## src/hdl/tph_pkg.sv

```systemverilog
package tph_pkg;

	localparam int PLAYERS   = 16;
	localparam int HISTORY   = 64;
	localparam int FRAC_BITS = 16;

	localparam int PW    = $clog2(PLAYERS);
	localparam int SW    = $clog2(HISTORY);
	localparam int CW    = $clog2(HISTORY + 1);
	localparam int DEPTH = PLAYERS * HISTORY;
	localparam int AW    = $clog2(DEPTH);
	localparam int TW    = 32 + FRAC_BITS;
	localparam int QW    = FRAC_BITS + 1;
	localparam int DCW   = $clog2(QW + 1);

	localparam logic [1:0] OP_RECORD = 2'd0;
	localparam logic [1:0] OP_FORGET = 2'd1;
	localparam logic [1:0] OP_BOX    = 2'd2;
	localparam logic [1:0] OP_COUNT  = 2'd3;

	localparam logic [1:0] REG_HALF_X = 2'd0;
	localparam logic [1:0] REG_HALF_Y = 2'd1;
	localparam logic [1:0] REG_HALF_Z = 2'd2;

	typedef struct packed {
		logic [1:0]         opcode;
		logic [3:0]         player;
		logic [31:0]        tick;
		logic [47:0]        instant;
		logic signed [31:0] pos_x;
		logic signed [31:0] pos_y;
		logic signed [31:0] pos_z;
	} in_t;

	typedef struct packed {
		logic               found;
		logic signed [31:0] min_x;
		logic signed [31:0] min_y;
		logic signed [31:0] min_z;
		logic signed [31:0] max_x;
		logic signed [31:0] max_y;
		logic signed [31:0] max_z;
		logic [6:0]         sample_count;
	} out_t;

	typedef struct packed {
		logic load;
		logic exec;
		logic rd_new;
		logic rd_first;
		logic rd_next;
		logic save_new;
		logic save_prev;
		logic div_start;
		logic div_step;
		logic mul_start;
		logic mul_step;
		logic use_new;
		logic set_found;
		logic out_load;
	} cmd_t;

	typedef struct packed {
		logic [1:0] op;
		logic       n_zero;
		logic       miss;
		logic       at_new;
		logic       past;
		logic       k_last;
		logic       div_done;
		logic       mul_done;
		logic       out_free;
	} sts_t;

endpackage

```

## src/hdl/tph_ctrl.sv

```systemverilog
module tph_ctrl (
	input  logic          clk,
	input  logic          arst_n,
	input  logic          in_valid,
	output logic          in_stall,
	input  tph_pkg::sts_t sts,
	output tph_pkg::cmd_t cmd
);
	import tph_pkg::*;

	localparam logic [3:0] S_IDLE = 4'd0;
	localparam logic [3:0] S_DEC  = 4'd1;
	localparam logic [3:0] S_RNEW = 4'd2;
	localparam logic [3:0] S_R0   = 4'd3;
	localparam logic [3:0] S_SCAN = 4'd4;
	localparam logic [3:0] S_DIV  = 4'd5;
	localparam logic [3:0] S_MUL  = 4'd6;
	localparam logic [3:0] S_FIN  = 4'd7;

	logic [3:0] state_q, state_d;

	assign in_stall = (state_q != S_IDLE);

	always_comb begin
		cmd     = '0;
		state_d = state_q;
		case (state_q)
			S_IDLE: begin
				if (in_valid) begin
					cmd.load = 1'b1;
					state_d  = S_DEC;
				end
			end
			S_DEC: begin
				if (sts.op == OP_BOX && !sts.n_zero) begin
					cmd.rd_new = 1'b1;
					state_d    = S_RNEW;
				end else begin
					cmd.exec = 1'b1;
					state_d  = S_FIN;
				end
			end
			S_RNEW: begin
				cmd.save_new = 1'b1;
				cmd.rd_first = 1'b1;
				state_d      = S_R0;
			end
			S_R0: begin
				if (sts.miss) begin
					state_d = S_FIN;
				end else if (sts.at_new) begin
					cmd.use_new   = 1'b1;
					cmd.set_found = 1'b1;
					state_d       = S_FIN;
				end else begin
					cmd.save_prev = 1'b1;
					cmd.rd_next   = 1'b1;
					state_d       = S_SCAN;
				end
			end
			S_SCAN: begin
				if (sts.past) begin
					if (sts.k_last) begin
						cmd.use_new   = 1'b1;
						cmd.set_found = 1'b1;
						state_d       = S_FIN;
					end else begin
						cmd.save_prev = 1'b1;
						cmd.rd_next   = 1'b1;
					end
				end else begin
					cmd.div_start = 1'b1;
					state_d       = S_DIV;
				end
			end
			S_DIV: begin
				if (sts.div_done) begin
					cmd.mul_start = 1'b1;
					state_d       = S_MUL;
				end else begin
					cmd.div_step = 1'b1;
				end
			end
			S_MUL: begin
				cmd.mul_step = 1'b1;
				if (sts.mul_done) begin
					cmd.set_found = 1'b1;
					state_d       = S_FIN;
				end
			end
			S_FIN: begin
				if (sts.out_free) begin
					cmd.out_load = 1'b1;
					state_d      = S_IDLE;
				end
			end
			default: state_d = S_IDLE;
		endcase
	end

	always_ff @(posedge clk or negedge arst_n) begin
		if (!arst_n) begin
			state_q <= S_IDLE;
		end else begin
			state_q <= state_d;
		end
	end

endmodule

```

## config.mk

```make
export PLATFORM = sky130hd
export DESIGN_NAME = tph_ctrl
export DESIGN_NICKNAME = d
export VERILOG_FILES = /design/src/hdl/tph_pkg.sv /design/src/hdl/tph_ctrl.sv
export SDC_FILE = /design/constraint.sdc
export NUM_CORES = 1
export LEC_CHECK = 0
export BUFFER_PORTS_ARGS = -buffer_cell sky130_fd_sc_hd__buf_2
export CAP_MARGIN = 30
export CORE_AREA = 2 2 39 41
export CTS_CLUSTER_DIAMETER = 40
export DETAILED_ROUTE_END_ITERATION = 12
export DIE_AREA = 0 0 41 43
export GPL_ROUTABILITY_DRIVEN = 0
export GPL_TIMING_DRIVEN = 0
export PLACE_DENSITY = 0.61
export SYNTH_ARGS = -nofsm -noshare
export SYNTH_HDL_FRONTEND = slang
export SYNTH_SLANG_ARGS = --single-unit
```

## constraint.sdc

```tcl
create_clock -name clk -period 1.7 [get_ports clk]
set_clock_uncertainty 0.15 [all_clocks]
set_input_delay 0.34 -clock clk [delete_from_list [all_inputs] [get_ports clk]]
set_output_delay 0.34 -clock clk [all_outputs]
set_load 0.005 [all_outputs]
```

==> metrics.txt, run 1 <==
Worst slew margin 69.4%; Startpoint Class flop; number of synthesized register bits 3; worst-path fanout max 4; hpwl dp 802 um; Worst Setup Slack, final -241 ps; Final period util 114%; Core Area 1380 um^2; worst slew pin tran 458 ps; # fillers 126; post-synthesis area per instance 8.18 um^2; htree depth 1; Port Buffers 27; Die Height 43 um; row count 14; die area 1760 um^2; Hold Slack 280 ps; Routed WL 1.56 mm; Boundary Pins 28; synth warn 0; Largest regs state_q x3; max-slew violations 0; status finished with violations; TritonCTS clock tree built; cells along the critical path and4bb_4 -> a22o_4 -> a21o_1 -> buf_2; Worst IR Drop VDD 0.000778 V; RSZ-0062 raised after global routing true; Synth Instances 50; crit path time final 1940 ps; largest net degree at the start of global routing 11; WP data arrival 1450 ps; vias in the first global route 476; final std cells w/o fill 111; Req. time, crit path 1210 ps; crit end category output port; n_diodes 0; total CTS buffers 3; layout overhead on the synthesized area 103%; Clk pin slew, worst setup/hold paths 40 ps; maximum clock rate 0.515 GHz; width of the chip 41 um; Sink Count 3; Total GRT Usage 15.2%; Net Count, Synth 63; Seq/Total Area, Yosys 18.3%; Final ANT Viol Nets 0; DR vias 591; CTS Buffer Depth 2; vias per inst 5.32; Reg2Reg Launch Point state_q[1]; initial core utilization 29.6%; worst stage delay on the critical path 420 ps; final setup fails 11; critical path class flop to output port; violated checks negative setup slack; MaxCap Viol Count 0; initial antenna violation count 0; worst hold-check path type primary input to asynchronous set/reset pin; placed cells 93; CP max stage cell dfrtp_1; Syn Std Cell Area 409 um^2; final hold violations 0; power per cell area 1570 nW/um^2; Biggest register state_q; GRT overflow 0; Avg WL per Cell 14.0 um; Largest register FFs 3; root buffer cell clkbuf_4; Clock Latency Late Sink 230 ps; synth unique cells 30; DRC 0; fin nets 109; first-pass GRT wire length 1.85 mm; start point of the critical path state_q[1]; 1st-iter DRT viols 11; Static Leakage 0.447 nW; First-pass DRT Iterations 4; share of cells above drive strength 1 69.5%
-- final timing paths --
path / slack, ps / cells past startpoint / to
setup / recovery: -240 / 4 / cmd[1]
hold / removal: 280 / 2 / state_q[1]
setup reg to reg: 10 / 6 / state_q[2]
hold reg to reg: 650 / 3 / state_q[2]
max in group asynchronous: 1000 / 2 / state_q[0]
min in group clk: 290 / 3 / state_q[2]
-- cells in the mapped netlist, drive strengths merged --
master	n	area share (%)
o21bai	1	1.8
a31o	1	2.1
nor3b	1	1.8
and4bb	3	10
nor4b	1	2.1
and3	4	6.4
a211oi	2	4.9
a21bo	1	2.4
or2	1	1.5
a31oi	2	3.1
o221ai	1	2.1
nor2	6	6.1
a22o	2	4.9
nand2b	1	1.5
and4b	1	2.4
nand2	3	2.8
buf	6	10
mux2i	1	2.4
inv	4	3.7
nor4	1	1.5
dfrtp	3	18
nor3	1	1.2
a21o	1	1.8
a211o	1	2.1
o2111ai	1	2.1
-- layout make-up --
type                    instances  area [um^2]  share of cell area [%]
well taps                      16         20.0                    2.41
inverters                       4         15.0                    1.80
repair buffers                 42          293                    35.2
plain buffers                   5         56.3                    6.77
clock buffers                   4         26.3                    3.16
multi-input cells              37          345                    41.5
flip-flops and latches          3         76.3                    9.17
-- layer usage --
metal | vias up | GRT usage [%] | wire (um)
li1 | 277 | - | -
met1 | 275 | 18.2 | 644
met2 | 37 | 24.1 | 805
met5 | - | 0 | 0
met3 | 2 | 3.14 | 102
met4 | 0 | 8.00 | 2
-- where the power goes --
group | leakage [nW] | internal [W] | switching [W]
clock | 0.0150 | 0.0000879 | 0.0000367
combinational | 0.401 | 0.000588 | 0.000438
sequential | 0.0314 | 0.000109 | 0.0000497
total | 0.447 | 0.000785 | 0.000525
-- through the flow --
step / TNS, ps / setup WS (ps) / instance area, um^2 / util, % / power (W)
4_1_cts: -864 / -216 / 712 / 51.4 / 0.00103
5_1_grt: -1990 / -297 / 832 / 60.1 / 0.00139
6_report: -1320 / -241 / 832 / 60.1 / 0.00131
2_1_floorplan: 0 / 130 / 409 / - / 0.000538
3_3_place_gp: 0 / 2.01 / 564 / 40.8 / 0.000701
3_5_place_dp: -0.476 / -0.476 / 564 / 40.8 / 0.000700
-- kinds of logic (layout without fill, tap and decap cells) --
logic type / count (synthesis) / in the layout / share of synthesized area, %
AOI/OAI and AO/OA: 13 / 13 / 27.5
buffers and inverters: 10 / 55 / 14.1
DFF: 3 / 3 / 18.3
muxes: 1 / 1 / 2.45
and+or+nand+nor: 23 / 23 / 37.6
-- cells in the final DEF, fill, tap and decap left out, drive strengths merged, types with 2 or more instances in the layout --
master,instances
buf,45
nor2,6
clkbuf,5
inv,4
and3,4
nand2,3
and4bb,3
dfrtp,3
a31oi,2
a22o,2
a211oi,2
-- critical path, delay by kind of cell (launching register included) --
family,cells,cell delay [ps]
buf+inv,1,120
flops,1,420
compound gates,2,410
simple gates,1,280
-- repair_timing --
action,CTS,global route
hold endpoints to repair,3,0
gates cloned,0,2
endpoints found under the setup margin,10,15
setup buffers,8,6
gates resized for setup,11,18
hold buffers,1,0
pin swaps,5,5
(Power assumes the default switching activity.)
==> inputs of run 2 (changes only) <==
--- a/config.mk
+++ b/config.mk
@@ -5,15 +5,15 @@
 export SDC_FILE = /design/constraint.sdc
 export NUM_CORES = 1
 export LEC_CHECK = 0
-export BUFFER_PORTS_ARGS = -buffer_cell sky130_fd_sc_hd__buf_2
 export CAP_MARGIN = 30
 export CORE_AREA = 2 2 39 41
 export CTS_CLUSTER_DIAMETER = 40
 export DETAILED_ROUTE_END_ITERATION = 12
 export DIE_AREA = 0 0 41 43
+export DONT_BUFFER_PORTS = 1
 export GPL_ROUTABILITY_DRIVEN = 0
 export GPL_TIMING_DRIVEN = 0
-export PLACE_DENSITY = 0.61
+export PLACE_DENSITY = 0.43
 export SYNTH_ARGS = -nofsm -noshare
 export SYNTH_HDL_FRONTEND = slang
 export SYNTH_SLANG_ARGS = --single-unit
==> run 2 against run 1 <==
Setup slack improved by 140 ps. Clock-buffer cell count did not move. Maximum frequency grew 7.9%. Non-clock buffer count is 34 lower. Worst hold slack worse by 94 ps. Sequential power decreased by 3%. The run still ends with negative setup slack left. Critical path depth shrank 1. Clock power about the same. Highest routed layer is now met3. Largest cell class is now multi-input gates. Critical endpoint unchanged.
==> metrics.txt, run 2 (synthesis gave the netlist of run 1 again) <==
status finished with violations; violated checks negative setup slack; MaxCap Viol Count 0; final core occ 40.1%; Static Leakage 0.264 nW; total CTS buffers 3; CTS Buffer Depth 2; First-pass DRT Iterations 3; Worst Setup Slack, final -98.7 ps; power per cell area 1620 nW/um^2; Worst slew margin 67.4%; vias in the first global route 394; hpwl dp 786 um; vias per inst 5.42; first-pass GRT wire length 1.78 mm; Port Buffers 0; GRT overflow 0; htree depth 1; largest net degree at the start of global routing 11; maximum clock rate 0.556 GHz; DRC 0; share of cells above drive strength 1 47.5%; Sink Count 3; max-slew violations 0; Worst IR Drop VDD 0.000707 V; Core Area 1380 um^2; final hold violations 0; setup slack, reg-to-reg 130 ps; crit path time final 1800 ps; worst-path fanout max 6; Boundary Pins 28; n_diodes 0; Total GRT Usage 15.3%; Req. time, crit path 1210 ps; met1 wire length 506 um; Die Height 43 um; fin nets 75; cells along the critical path and4bb_4 -> a22o_4 -> a21o_1; DR top layer met3; worst hold-check path type primary input to flop; total negative slack -187 ps; DP Worst Slack 74.2 ps; CP top delay family flip-flops; die area 1760 um^2; 1st-iter DRT viols 7; Hold Slack 186 ps; width of the chip 41 um; critical path class flop to output port; row count 14; Routed WL 1.15 mm; initial core utilization 29.6%; root buffer cell clkbuf_4; initial antenna violation count 0; Biggest register state_q; worst stage delay on the critical path 430 ps; RSZ-0062 raised after global routing true; Largest register FFs 3; Final ANT Viol Nets 0; WP data arrival 1310 ps; worst slew pin tran 487 ps; met2 WL 570 um; Startpoint Class flop; TritonCTS clock tree built; Clock Latency Late Sink 230 ps; crit end category output port; Final period util 106%; CP max stage cell dfrtp_2; WL met3 72 um; final setup fails 3; layout overhead on the synthesized area 35.5%; commonest non-fill, non-tap cell in the layout buf_4; Avg WL per Cell 14.9 um; Largest regs state_q x3; WP buf/inv 0; Clk pin slew, worst setup/hold paths 30 ps; DR vias 417; commonest non-fill, non-tap cells in the layout buf_4 (11), nor2_1 (4), inv_1 (4)
run 2: cell count changes in the layout (fill, tap and decap cells not counted), sizes merged:
cell    before  now
clkbuf       5    4
buf         45   12
run 2: cell type report:
class | instances | area, um^2
buffer | 5 | 35.0
clock buffer | 4 | 26.3
fill | 162 | 830
inverter | 4 | 15.0
multi-input combinational | 37 | 318
sequential | 3 | 77.6
tap | 16 | 20.0
timing repair buffer | 8 | 62.6
run 2: worst paths after layout:
path	start	end	cells after the start
max	state_q[2]	cmd[1]	3
min	in_valid	state_q[2]	2
max reg2reg	state_q[1]	state_q[0]	5
min reg2reg	state_q[0]	state_q[2]	3
max in group asynchronous	arst_n	state_q[0]	1
min in group asynchronous	arst_n	state_q[1]	1
run 2: worst register-to-register path: cells and delay by family (launching register included):
family                 cells  cell delay, ps
buffers and inverters      2             270
DFF                        1             410
AOI/OAI and AO/OA          2             320
and+or+nand+nor            1             310
run 2: power by group:
group / switching (W) / leakage [nW] / internal (W) / total [W]
registers: 0.0000433 / 0.0308 / 0.000111 / 0.000154
logic: 0.000303 / 0.218 / 0.000316 / 0.000619
clock network: 0.0000344 / 0.0150 / 0.0000878 / 0.000122
run 2: what timing repair did:
action	4_1_cts	5_1_grt
setup buffers	5	2
hold buffers	1	0
hold endpoints to repair	3	0
resized for setup	8	2
setup endpoints to repair	9	9
pin swaps	1	3
run 2: metrics by stage:
| step | instances | cell area, um^2 | total power [W] |
|---|---|---|---|
| finish | 77 | 554 | 0.000896 |
| global route | 77 | 554 | 0.000971 |
| CTS | 76 | 543 | 0.000891 |
| detailed placement | 66 | 429 | 0.000631 |
| global placement | 66 | 429 | 0.000636 |
| floorplan | 50 | 409 | 0.000538 |
run 2: routing by layer:
| metal | GRT usage [%] | vias to the layer above |
|---|---|---|
| met4 | 8.00 | 0 |
| met2 | 21.3 | 10 |
| met1 | 19.9 | 201 |
| li1 | - | 206 |
| met3 | 5.76 | 0 |
| met5 | 0 | - |
==> inputs of run 3 (changes only) <==
--- a/config.mk
+++ b/config.mk
@@ -14,6 +14,7 @@
 export GPL_ROUTABILITY_DRIVEN = 0
 export GPL_TIMING_DRIVEN = 0
 export PLACE_DENSITY = 0.43
+export SETUP_SLACK_MARGIN = 0.05
 export SYNTH_ARGS = -nofsm -noshare
 export SYNTH_HDL_FRONTEND = slang
 export SYNTH_SLANG_ARGS = --single-unit
==> run 3 against run 2 <==
The run still ends with negative setup slack left. Core utilization is 1.4 points higher. Setup slack worse by 34 ps. Largest power group unchanged. Clock-buffer cell count is the same. Worst hold slack lost 3.1 ps. Maximum frequency decreased by 1.8%. First-iteration DRC count is 14% higher. Sequential share of layout area down 0.68 points. Final area up 3.4%. Power up 5.9%. Combinational power rose by 10%.
==> metrics.txt, run 3 (synthesis gave the netlist of run 1 again) <==
n_diodes 0; fin nets 76; 1st-iter DRT viols 8; hold endpoint state_q[2]; final std cells w/o fill 78; htree depth 1; MaxCap Viol Count 0; die area 1760 um^2; WP buf/inv 1; commonest non-fill, non-tap cell in the layout buf_4; worst r2r path cells 6; share of cells above drive strength 1 48.4%; worst stage delay on the critical path 370 ps; WP data arrival 1340 ps; Req. time, crit path 1210 ps; crit end category output port; TritonCTS clock tree built; Final ANT Viol Nets 0; Layout Cell Area excl Fill 573 um^2; DR vias 411; placed inst area 429 um^2; Startpoint Class flop; Routed WL 1.16 mm; Total GRT Usage 15.4%; Final period util 108%; Die Height 43 um; worst hold-check path type primary input to flop; Hold Path Stages 2; DRC 0; row count 14; vias in the first global route 389; commonest non-fill, non-tap cells in the layout buf_4 (10), nor2_1 (4); Port Buffers 0; Reg2Reg Launch Point state_q[0]; layout overhead on the synthesized area 40.1%; max-slew violations 0; Avg WL per Cell 14.9 um; Clock Latency Late Sink 230 ps; vias per inst 5.27; First-pass DRT Iterations 3; Worst slew margin 67.1%; worst slew pin tran 492 ps; root buffer cell clkbuf_4; Boundary Pins 28; hpwl dp 786 um; Largest regs state_q x3; violated checks negative setup slack; status finished with violations; first-pass GRT wire length 1.80 mm; Clk pin slew, worst setup/hold paths 30 ps; final setup fails 4; Static Leakage 0.272 nW; Biggest register state_q; CTS Buffer Depth 2; maximum clock rate 0.546 GHz; CP max stage cell dfrtp_1; Worst Setup Slack, final -132 ps; setup slack, reg-to-reg 100 ps; CP top delay family compound AO/OA/AOI/OAI gates; Sink Count 3; critical path class flop to output port; power per cell area 1650 nW/um^2; crit path time final 1830 ps; GRT overflow 0; Largest register FFs 3; RSZ-0062 raised after global routing true; cells along the critical path buf_6 -> and4bb_2 -> a22o_4 -> a21o_1; final hold violations 0; largest net degree at the start of global routing 11; Core Area 1380 um^2; placed cells 66; RR Endpoint state_q[0]; width of the chip 41 um; total CTS buffers 3; Worst IR Drop VDD 0.000726 V; worst-path fanout max 5; initial antenna violation count 0; initial core utilization 29.6%; Hold Path Origin in_valid
## run 3: cell count changes in the layout (fill, tap and decap cells not counted)
cell / before / now
inv_2: 0 / 1
buf_6: 0 / 2
buf_4: 11 / 10
nor2_2: 1 / 0
nor2_4: 1 / 2
dfrtp_2: 2 / 1
dfrtp_1: 1 / 2
inv_1: 4 / 3
## run 3: worst max path at each step
stage                     from      to  slack, ps  depth (start not counted)
floorplan           state_q[0]  cmd[1]        130                          4
global placement    state_q[0]  cmd[1]         80                          4
detailed placement  state_q[0]  cmd[1]         70                          4
CTS                 state_q[0]  cmd[1]       -130                          4
global route        state_q[0]  cmd[1]       -180                          4
finish              state_q[0]  cmd[1]       -130                          4
## run 3: where the power goes
| part | internal (W) | switching [W] | leakage (nW) |
|---|---|---|---|
| combinational | 0.000351 | 0.000330 | 0.225 |
| clock | 0.0000878 | 0.0000344 | 0.0150 |
| sequential | 0.000108 | 0.0000374 | 0.0318 |
## run 3: what timing repair did
action | 4_1_cts | 5_1_grt
setup endpoints to repair | 9 | 14
buffers inserted | 5 | 2
endpoints found under the hold margin | 3 | 0
pin swaps | 1 | 1
hold buffers | 1 | 0
gates resized for setup | 10 | 2
## run 3: stage by stage
step	setup TNS, ps	power (W)	hold WS [ps]	setup slack, ps	util [%]
floorplan	0	0.000538	-106	130	-
global placement	0	0.000636	-106	75.7	31.0
detailed placement	0	0.000631	-106	74.2	31.0
CTS	-265	0.000909	196	-134	39.9
global route	-580	0.00103	199	-176	41.4
finish	-279	0.000948	183	-132	41.4
## run 3: layout make-up
type                    instances  area [um^2]
flip-flops and latches          3         76.3
multi-input cells              37          323
well taps                      16         20.0
plain buffers                   6         50.0
fillers                       159          811
inverters                       4         15.0
repair buffers                  8         62.6
clock buffers                   4         26.3
## run 3: routing by layer
layer	up-vias	wire (um)	global-route usage, %
met5	-	0	0
met4	0	0	8.00
met3	0	72	5.76
met2	10	579	20.9
met1	192	509	20.5
li1	209	-	-
